**src/hdl/lcdns_pkg.sv**
```systemverilog
// ----------------------------------------------------------------------------
// Character LCD nibble sequencer package
// Shared widths, codes, word types and the set-up command table.
// ----------------------------------------------------------------------------
package lcdns_pkg;

  localparam int unsigned ModeW   = 2;
  localparam int unsigned ByteW   = 8;
  localparam int unsigned NibW    = 4;
  localparam int unsigned HoldW   = 16;
  localparam int unsigned SegW    = 5;
  localparam int unsigned CmdIdxW = 3;
  localparam int unsigned CfgIdxW = 8;

  localparam int unsigned LcdnsQueueDepth = 2;

  localparam logic [HoldW-1:0] PulseResetUs      = 16'd40;
  localparam logic [HoldW-1:0] CmdSettleResetUs  = 16'd5000;
  localparam logic [HoldW-1:0] DataSettleResetUs = 16'd2000;
  localparam logic [HoldW-1:0] PowerUpResetUs    = 16'd20000;

  localparam logic [CfgIdxW-1:0] CfgIdxPulse      = 8'd0;
  localparam logic [CfgIdxW-1:0] CfgIdxCmdSettle  = 8'd1;
  localparam logic [CfgIdxW-1:0] CfgIdxDataSettle = 8'd2;
  localparam logic [CfgIdxW-1:0] CfgIdxPowerUp    = 8'd3;

  localparam logic [SegW-1:0] SegFirst      = 5'd0;
  localparam logic [SegW-1:0] ByteLastSeg   = 5'd3;
  localparam logic [SegW-1:0] InitLastSeg   = 5'd25;
  localparam logic [NibW-1:0] ClearLowNib   = 4'h1;
  localparam logic [NibW-1:0] PowerUpNib    = 4'h0;

  localparam logic [1:0] PhaseHiPulse = 2'd0;
  localparam logic [1:0] PhaseHiGap   = 2'd1;
  localparam logic [1:0] PhaseLoPulse = 2'd2;

  typedef enum logic [ModeW-1:0] {
    MODE_INIT = 2'd0,
    MODE_CMD  = 2'd1,
    MODE_DATA = 2'd2
  } lcdns_mode_e;

  typedef enum logic {
    ST_IDLE,
    ST_RUN
  } lcdns_state_e;

  typedef struct packed {
    logic [ModeW-1:0] mode;
    logic [ByteW-1:0] byte_value;
  } lcdns_in_t;

  typedef struct packed {
    logic             reg_select;
    logic             enable;
    logic [NibW-1:0]  nibble;
    logic [HoldW-1:0] hold_us;
    logic             last;
  } lcdns_out_t;

  typedef struct packed {
    lcdns_mode_e      kind;
    logic [ByteW-1:0] byte_value;
  } lcdns_job_t;

  typedef struct packed {
    logic [HoldW-1:0] pulse_us;
    logic [HoldW-1:0] command_settle_us;
    logic [HoldW-1:0] data_settle_us;
    logic [HoldW-1:0] power_up_us;
  } lcdns_cfg_t;

  // Four-bit interface set-up: three wake-ups, 4-bit mode, display on, clear.
  function automatic logic [ByteW-1:0] init_cmd(input logic [CmdIdxW-1:0] idx);
    logic [ByteW-1:0] cmd;
    case (idx)
      3'd0:    cmd = 8'h33;
      3'd1:    cmd = 8'h33;
      3'd2:    cmd = 8'h32;
      3'd3:    cmd = 8'h28;
      3'd4:    cmd = 8'h0C;
      default: cmd = 8'h01;
    endcase
    return cmd;
  endfunction

endpackage

```
**src/hdl/lcdns_front.sv**
```systemverilog
// ----------------------------------------------------------------------------
// Request front end
// Accepts request words, drops the unused mode and queues the rest as jobs.
// ----------------------------------------------------------------------------
module lcdns_front import lcdns_pkg::*; (
  input  logic       in_valid_i,
  input  lcdns_in_t  in_data_i,
  output logic       in_stall_o,
  input  logic       q_full_i,
  output logic       push_o,
  output lcdns_job_t push_data_o
);

  logic keep;

  always_comb begin
    keep                   = 1'b1;
    push_data_o.kind       = MODE_INIT;
    push_data_o.byte_value = in_data_i.byte_value;
    case (in_data_i.mode)
      MODE_INIT: push_data_o.kind = MODE_INIT;
      MODE_CMD:  push_data_o.kind = MODE_CMD;
      MODE_DATA: push_data_o.kind = MODE_DATA;
      default:   keep = 1'b0;
    endcase
  end

  // A request word is taken whenever the queue has room, even one that is dropped.
  assign in_stall_o = q_full_i;
  assign push_o     = in_valid_i && !q_full_i && keep;

endmodule

```
**src/hdl/lcdns_queue.sv**
```systemverilog
// ----------------------------------------------------------------------------
// Job queue
// Small first-in first-out buffer between the front end and the sequencer.
// ----------------------------------------------------------------------------
module lcdns_queue import lcdns_pkg::*; #(
  parameter int unsigned Depth = LcdnsQueueDepth
) (
  input  logic       clk_i,
  input  logic       rst_ni,
  input  logic       push_i,
  input  lcdns_job_t push_data_i,
  output logic       full_o,
  input  logic       pop_i,
  output logic       empty_o,
  output lcdns_job_t head_o
);

  localparam int unsigned PtrW = (Depth > 1) ? $clog2(Depth) : 1;
  localparam int unsigned CntW = $clog2(Depth + 1);
  localparam logic [PtrW-1:0] PtrLast = PtrW'(Depth - 1);
  localparam logic [CntW-1:0] CntFull = CntW'(Depth);

  lcdns_job_t            mem_q [Depth];
  logic [PtrW-1:0]       wr_ptr_q, wr_ptr_d;
  logic [PtrW-1:0]       rd_ptr_q, rd_ptr_d;
  logic [CntW-1:0]       cnt_q, cnt_d;

  assign full_o  = (cnt_q == CntFull);
  assign empty_o = (cnt_q == '0);
  assign head_o  = mem_q[rd_ptr_q];

  always_comb begin
    wr_ptr_d = wr_ptr_q;
    rd_ptr_d = rd_ptr_q;
    cnt_d    = cnt_q;
    if (push_i) begin
      wr_ptr_d = (wr_ptr_q == PtrLast) ? '0 : wr_ptr_q + 1'b1;
    end
    if (pop_i) begin
      rd_ptr_d = (rd_ptr_q == PtrLast) ? '0 : rd_ptr_q + 1'b1;
    end
    if (push_i && !pop_i) begin
      cnt_d = cnt_q + 1'b1;
    end else if (pop_i && !push_i) begin
      cnt_d = cnt_q - 1'b1;
    end
  end

  always_ff @(posedge clk_i or negedge rst_ni) begin
    if (!rst_ni) begin
      wr_ptr_q <= '0;
      rd_ptr_q <= '0;
      cnt_q    <= '0;
    end else begin
      wr_ptr_q <= wr_ptr_d;
      rd_ptr_q <= rd_ptr_d;
      cnt_q    <= cnt_d;
    end
  end

  always_ff @(posedge clk_i) begin
    if (push_i) begin
      mem_q[wr_ptr_q] <= push_data_i;
    end
  end

endmodule

```
**src/hdl/lcdns_back.sv**
```systemverilog
// ----------------------------------------------------------------------------
// Segment sequencer
// Expands one job per pass into pin segments, one per cycle while the output
// is not stalled, into an output register.
// ----------------------------------------------------------------------------
module lcdns_back import lcdns_pkg::*; (
  input  logic       clk_i,
  input  logic       rst_ni,
  input  lcdns_cfg_t cfg_i,
  input  logic       job_valid_i,
  input  lcdns_job_t job_i,
  output logic       pop_o,
  output logic       out_valid_o,
  output lcdns_out_t out_data_o,
  input  logic       out_stall_i
);

  lcdns_state_e   state_q, state_d;
  lcdns_job_t     job_q;
  logic [SegW-1:0] seg_q;
  lcdns_out_t     out_q;
  logic           out_valid_q;

  logic           can_adv;
  logic           emit;
  logic           seg_is_last;
  lcdns_out_t     seg_word;
  logic [SegW-1:0] pos;
  logic [ByteW-1:0] cur_byte;
  logic [HoldW-1:0] settle;
  logic           rs;

  assign can_adv = !out_valid_q || !out_stall_i;

  // Segment decode. Initialise has a leading power-up wait, so its byte
  // segments are counted from one.
  always_comb begin
    pos      = seg_q;
    cur_byte = job_q.byte_value;
    settle   = cfg_i.command_settle_us;
    rs       = 1'b0;
    case (job_q.kind)
      MODE_INIT: begin
        pos      = seg_q - 1'b1;
        cur_byte = init_cmd(pos[SegW-1:2]);
      end
      MODE_DATA: begin
        settle = cfg_i.data_settle_us;
        rs     = 1'b1;
      end
      default: begin
      end
    endcase

    seg_word.reg_select = rs;
    seg_word.last       = 1'b0;
    case (pos[1:0])
      PhaseHiPulse: begin
        seg_word.enable  = 1'b1;
        seg_word.nibble  = cur_byte[ByteW-1:NibW];
        seg_word.hold_us = cfg_i.pulse_us;
      end
      PhaseHiGap: begin
        seg_word.enable  = 1'b0;
        seg_word.nibble  = cur_byte[ByteW-1:NibW];
        seg_word.hold_us = cfg_i.pulse_us;
      end
      PhaseLoPulse: begin
        seg_word.enable  = 1'b1;
        seg_word.nibble  = cur_byte[NibW-1:0];
        seg_word.hold_us = cfg_i.pulse_us;
      end
      default: begin
        seg_word.enable  = 1'b0;
        seg_word.nibble  = cur_byte[NibW-1:0];
        seg_word.hold_us = settle;
        seg_word.last    = (job_q.kind != MODE_INIT);
      end
    endcase

    if (job_q.kind == MODE_INIT) begin
      seg_is_last = (seg_q == InitLastSeg);
      if (seg_q == SegFirst) begin
        seg_word.enable  = 1'b0;
        seg_word.nibble  = PowerUpNib;
        seg_word.hold_us = cfg_i.power_up_us;
      end else if (seg_is_last) begin
        // Clear wait keeps the pins of the clear command's low nibble.
        seg_word.enable  = 1'b0;
        seg_word.nibble  = ClearLowNib;
        seg_word.hold_us = cfg_i.power_up_us;
        seg_word.last    = 1'b1;
      end
    end else begin
      seg_is_last = (seg_q == ByteLastSeg);
    end
  end

  always_comb begin
    state_d = state_q;
    case (state_q)
      ST_IDLE: begin
        if (job_valid_i) begin
          state_d = ST_RUN;
        end
      end
      ST_RUN: begin
        if (can_adv && seg_is_last && !job_valid_i) begin
          state_d = ST_IDLE;
        end
      end
      default: state_d = ST_IDLE;
    endcase
  end

  always_comb begin
    pop_o = 1'b0;
    emit  = 1'b0;
    case (state_q)
      ST_IDLE: pop_o = job_valid_i;
      ST_RUN: begin
        emit  = can_adv;
        pop_o = can_adv && seg_is_last && job_valid_i;
      end
      default: begin
      end
    endcase
  end

  always_ff @(posedge clk_i or negedge rst_ni) begin
    if (!rst_ni) begin
      state_q     <= ST_IDLE;
      seg_q       <= '0;
      out_valid_q <= 1'b0;
    end else begin
      state_q <= state_d;
      if (pop_o) begin
        seg_q <= '0;
      end else if (emit) begin
        seg_q <= seg_q + 1'b1;
      end
      if (emit) begin
        out_valid_q <= 1'b1;
      end else if (!out_stall_i) begin
        out_valid_q <= 1'b0;
      end
    end
  end

  always_ff @(posedge clk_i) begin
    if (pop_o) begin
      job_q <= job_i;
    end
    if (emit) begin
      out_q <= seg_word;
    end
  end

  assign out_valid_o = out_valid_q;
  assign out_data_o  = out_q;

endmodule

```
**src/hdl/char_lcd_nibble_sequencer.sv**
```systemverilog
// ----------------------------------------------------------------------------
// Character LCD nibble sequencer
// Turns initialise, command and data requests into timed 4-bit pin segments.
// ----------------------------------------------------------------------------
// A command or data byte becomes four output words, an initialise request
// becomes 26, and the sequencer hands out one word per cycle while the
// output side keeps up. The single segment sequencer starts the next queued
// request as soon as the final word of the current one is handed out. A
// request with the unused mode code is taken and yields no words. Requests
// are taken into a short queue whenever it has room, so the input side
// keeps moving while the output is stalled. The timing registers are
// written over the configuration port, which is always ready, and should
// only be changed while no request is in flight.
module char_lcd_nibble_sequencer import lcdns_pkg::*; #(
  parameter int unsigned QueueDepth = LcdnsQueueDepth
) (
  input  logic               clk_i,
  input  logic               rst_ni,
  input  logic               in_valid_i,
  input  lcdns_in_t          in_data_i,
  output logic               in_stall_o,
  output logic               out_valid_o,
  output lcdns_out_t         out_data_o,
  input  logic               out_stall_i,
  input  logic               cfg_valid_i,
  output logic               cfg_ready_o,
  input  logic [CfgIdxW-1:0] cfg_index_i,
  input  logic [HoldW-1:0]   cfg_data_i
);

  lcdns_cfg_t cfg_q;
  logic       push;
  lcdns_job_t push_data;
  logic       q_full;
  logic       q_empty;
  logic       pop;
  lcdns_job_t head;

  assign cfg_ready_o = 1'b1;

  always_ff @(posedge clk_i or negedge rst_ni) begin
    if (!rst_ni) begin
      cfg_q.pulse_us          <= PulseResetUs;
      cfg_q.command_settle_us <= CmdSettleResetUs;
      cfg_q.data_settle_us    <= DataSettleResetUs;
      cfg_q.power_up_us       <= PowerUpResetUs;
    end else if (cfg_valid_i && cfg_ready_o) begin
      case (cfg_index_i)
        CfgIdxPulse:      cfg_q.pulse_us          <= cfg_data_i;
        CfgIdxCmdSettle:  cfg_q.command_settle_us <= cfg_data_i;
        CfgIdxDataSettle: cfg_q.data_settle_us    <= cfg_data_i;
        CfgIdxPowerUp:    cfg_q.power_up_us       <= cfg_data_i;
        default: begin
        end
      endcase
    end
  end

  lcdns_front u_front (
    .in_valid_i  (in_valid_i),
    .in_data_i   (in_data_i),
    .in_stall_o  (in_stall_o),
    .q_full_i    (q_full),
    .push_o      (push),
    .push_data_o (push_data)
  );

  lcdns_queue #(
    .Depth (QueueDepth)
  ) u_queue (
    .clk_i       (clk_i),
    .rst_ni      (rst_ni),
    .push_i      (push),
    .push_data_i (push_data),
    .full_o      (q_full),
    .pop_i       (pop),
    .empty_o     (q_empty),
    .head_o      (head)
  );

  lcdns_back u_back (
    .clk_i       (clk_i),
    .rst_ni      (rst_ni),
    .cfg_i       (cfg_q),
    .job_valid_i (!q_empty),
    .job_i       (head),
    .pop_o       (pop),
    .out_valid_o (out_valid_o),
    .out_data_o  (out_data_o),
    .out_stall_i (out_stall_i)
  );

endmodule

```
**config.mk**
```make
export PLATFORM = sky130hd
export DESIGN_NAME = char_lcd_nibble_sequencer
export DESIGN_NICKNAME = d
export VERILOG_FILES = /design/src/hdl/lcdns_pkg.sv /design/src/hdl/lcdns_front.sv /design/src/hdl/lcdns_queue.sv /design/src/hdl/lcdns_back.sv /design/src/hdl/char_lcd_nibble_sequencer.sv
export SDC_FILE = /design/constraint.sdc
export NUM_CORES = 1
export LEC_CHECK = 0
export BUFFER_PORTS_ARGS = -buffer_cell sky130_fd_sc_hd__buf_2
export CAP_MARGIN = 20
export CORE_UTILIZATION = 52
export CTS_CLUSTER_DIAMETER = 120
export DETAILED_ROUTE_END_ITERATION = 10
export PLACE_DENSITY = 0.77
export SLEW_MARGIN = 20
export SYNTH_ARGS = -nofsm -noshare
export SYNTH_HDL_FRONTEND = slang
export SYNTH_SLANG_ARGS = --single-unit
```
**constraint.sdc**
```tcl
create_clock -name clk_i -period 3.2 [get_ports clk_i]
set_clock_uncertainty 0.15 [all_clocks]
set_input_delay 0.16 -clock clk_i [delete_from_list [all_inputs] [get_ports clk_i]]
set_output_delay 0.16 -clock clk_i [all_outputs]
set_load 0.02 [all_outputs]
```
==> metrics.yaml <==
run_status:
  status: "finished clean"
yosys:
  synth-compound-area-share_pct: 6.16
  synth-edff-count: 53
  synth-main-ff-cell: "dfrtp_1"
  ys_warn_count: 0
  syn-instance-count: 416
  synth.area.mux_share_pct: 18.4
  synth_area_leaders: "edfxtp_1 (28%), dfrtp_1 (25%), mux2_2 (15%), dfstp_2 (8.4%), mux2i_1 (3.6%)"
  synth_simple_gate_area_share_pct: 8.22
  postSynthNetCount: 460
  synth_top_cell_by_area: "edfxtp_1"
  yosysUniqueCellTypes: 51
  yosysTopAreaCellShare_pct: 28.3
  synth_seq_cells: 128
  synth_xor_xnor_area_share_pct: 1.87
  synth_fa_ha_area_share_pct: 1.11
  avgSynthCellArea_um2: 13.5
  synth_area_um2: 5630
  async_flop_share_pct: 58.6
  yosysSeqAreaShare_pct: 62.0
  synth_top_family_by_area: "multiplexers"
placed_design:
  routabilityCongestion: 0.780
  dpl.hpwl_um: 6460
  io_buffers: 63
  pre_cts_ws_ns: 0.491
final_layout:
  drive_gt1_share_pct: 39.1
  final_util_pct: 66.8
  area_delta_synth_final_pct: 23.5
  finalNetCount: 558
  diodes: 0
power_and_ir_drop:
  power_mw: 4.96
  ir_worst_vdd_uv: 462
  leakagePower_nw: 2.98
  power_density_nw_per_um2: 713
detailed_routing:
  dr.pass1.iters: 5
  drc: 0
  postRouteAntennaNets: 0
  avgRoutedWirePerCell_um: 16.2
  initialDrtViolationCount: 217
  vias: 3546
  wl_um: 10700
  via_per_inst: 5.35
global_routing:
  antenna_found_initial: 0
  grt-ovfl-total: 0
  grt_pass1_wl_um: 17800
  grt_max_degree: 76
  track_usage_pct: 20.8
  grt_pass1_vias: 3609
sta:
  whs_ns: 0.191
  tns_ns: 0
  tightest_slew_ns: 0.943
  period_minus_slack_ns: 2.78
  worst_slack_ns: 0.417
  relSlewSlack_pct: 37.1
  hold_violations: 0
  finalSetupViolations: 0
  rsz0062_at_grt: "false"
  drv_slew: 0
  fmax_mhz: 359
  period_share_pct: 87.0
clock_tree:
  hold_buffers: 30
  cts_buffers: 17
  clk_latency_ns: 0.51
  cts_resized: 0
  cts_setup_buffers: 0
  cts_max_level: 4
  cts.sinks: 128
  cts_tree: "done"
  clockBufferDepth: 2
  cts-root-buf: "clkbuf_8"
  path_clk_slew_ns: 0.06
floorplan:
  core_um2: 10400
  rows: 37
  io_pins: 65
  die_area_um2: 11200
  initial_utilization_pct: 54.1
  fp.dieW_um: 106
  die_h_um: 106
worst_setup_path:
  start_kind: "register"
  cp.arrival_ns: 3.06
  cp_max_fo: 11
  required_ns: 3.48
  worstSetupEndpointType: "register"
  criticalPathCategory: "reg2reg"
job:
  maxCapViolCount: 0
worst_hold_path:
  hold_path.class: "in2reg"
==> registers in the layout, summed over array words and instances, names as in the netlist <==
| register | flops |
|---|---|
| u_back.job_q | 10 |
| u_queue.mem_q | 20 |
| u_back.state_q | 1 |
| u_back.out_valid_o | 1 |
| u_back.seg_q | 5 |
| cfg_q | 64 |
| u_queue.rd_ptr_q | 1 |
| u_queue.wr_ptr_q | 1 |
| u_back.out_data_o | 23 |
| u_queue.cnt_q | 2 |
==> critical path, cell delays in order, from the launching register on <==
cell     delay (ns)
dfrtp_1        0.53
inv_1          0.20
ha_1           0.17
nand3_1        0.12
or3_1          0.44
a22o_1         0.24
a21oi_2        0.16
inv_1          0.06
ha_1           0.19
xor2_1         0.17
nor2_1         0.12
xor2_1         0.16
==> path summary, 6_finish.rpt <==
| check | start | end | slack [ns] | cells after the start |
|---|---|---|---|---|
| setup / recovery | u_back.seg_q[1] | u_queue.cnt_q[1] | 0.42 | 11 |
| hold / removal | cfg_index_i[0] | cfg_q[51] | 0.19 | 4 |
| setup reg to reg | u_back.seg_q[1] | u_queue.cnt_q[1] | 0.42 | 11 |
| hold reg to reg | u_queue.wr_ptr_q | u_queue.wr_ptr_q | 0.35 | 1 |
| max in group asynchronous | rst_ni | cfg_q[6] | 2.03 | 3 |
| min in group asynchronous | rst_ni | cfg_q[30] | 0.25 | 3 |
==> routing by layer <==
metal	wire (um)	vias to the layer above	global-route usage [%]	part of all wire, %
met1	5050	1736	28.3	47
met5	0	-	0	0
li1	-	1706	-	-
met4	165	0	6.94	1.5
met3	400	19	4.72	3.7
met2	5120	85	33.1	48
==> kinds of logic (layout without fill, tap and decap cells) <==
kind of cell / Yosys count / after routing
flip-flops: 128 / 128
multiplexers: 94 / 94
AND/OR/NAND/NOR: 87 / 87
AO/OA/AOI/OAI: 61 / 61
buffers and inverters: 28 / 139
XOR/XNOR: 12 / 12
adder cells (fa/ha/maj): 5 / 5
other: 1 / 1
==> where the power goes <==
part / internal, mW / switching (mW)
clock network: 1.10 / 0.695
logic: 0.421 / 0.578
registers: 1.97 / 0.197
==> layout by cell type, fill, tap and decap left out, drive strengths merged, types with 3 or more instances in the layout <==
master and n:
ha 5, buf 70, a31oi 3, dlygate4sd3 30
nand2 22, edfxtp 53, nand3b 3, o21ai 24
dfrtp 57, inv 8, a21oi 21, xnor2 6
clkbuf 18, nor3b 3, nor2 34, clkinv 7
mux2 74, dfstp 18, nor2b 4, clkinvlp 4
nand3 5, mux2i 20, xor2 6
==> layout make-up <==
class                   instances  area (um^2)
clock inverters                14          143
repair buffers                100          668
clock buffers                  18          418
inverters                       7         26.3
multi-input cells             260         2040
well taps                     136          170
fillers                       735         3460
flip-flops and latches        128         3490
==> synth_stat cells, drive strengths merged, types with 5 or more instances <==
master  number
mux2        74
clkbuf      15
nand2       22
ha           5
a21oi       21
xnor2        6
dfstp       18
o21ai       24
edfxtp      53
nor2        34
nand3        5
buf          6
xor2         6
inv          7
mux2i       20
dfrtp       57
==> per-stage QoR <==
step	std cells	cell area [um^2]
6_report	663	6950
5_1_grt	663	6950
4_1_cts	663	6950
3_5_place_dp	601	6090
3_3_place_gp	601	6090
2_1_floorplan	416	5630
Power figures use the tool's default switching activity.
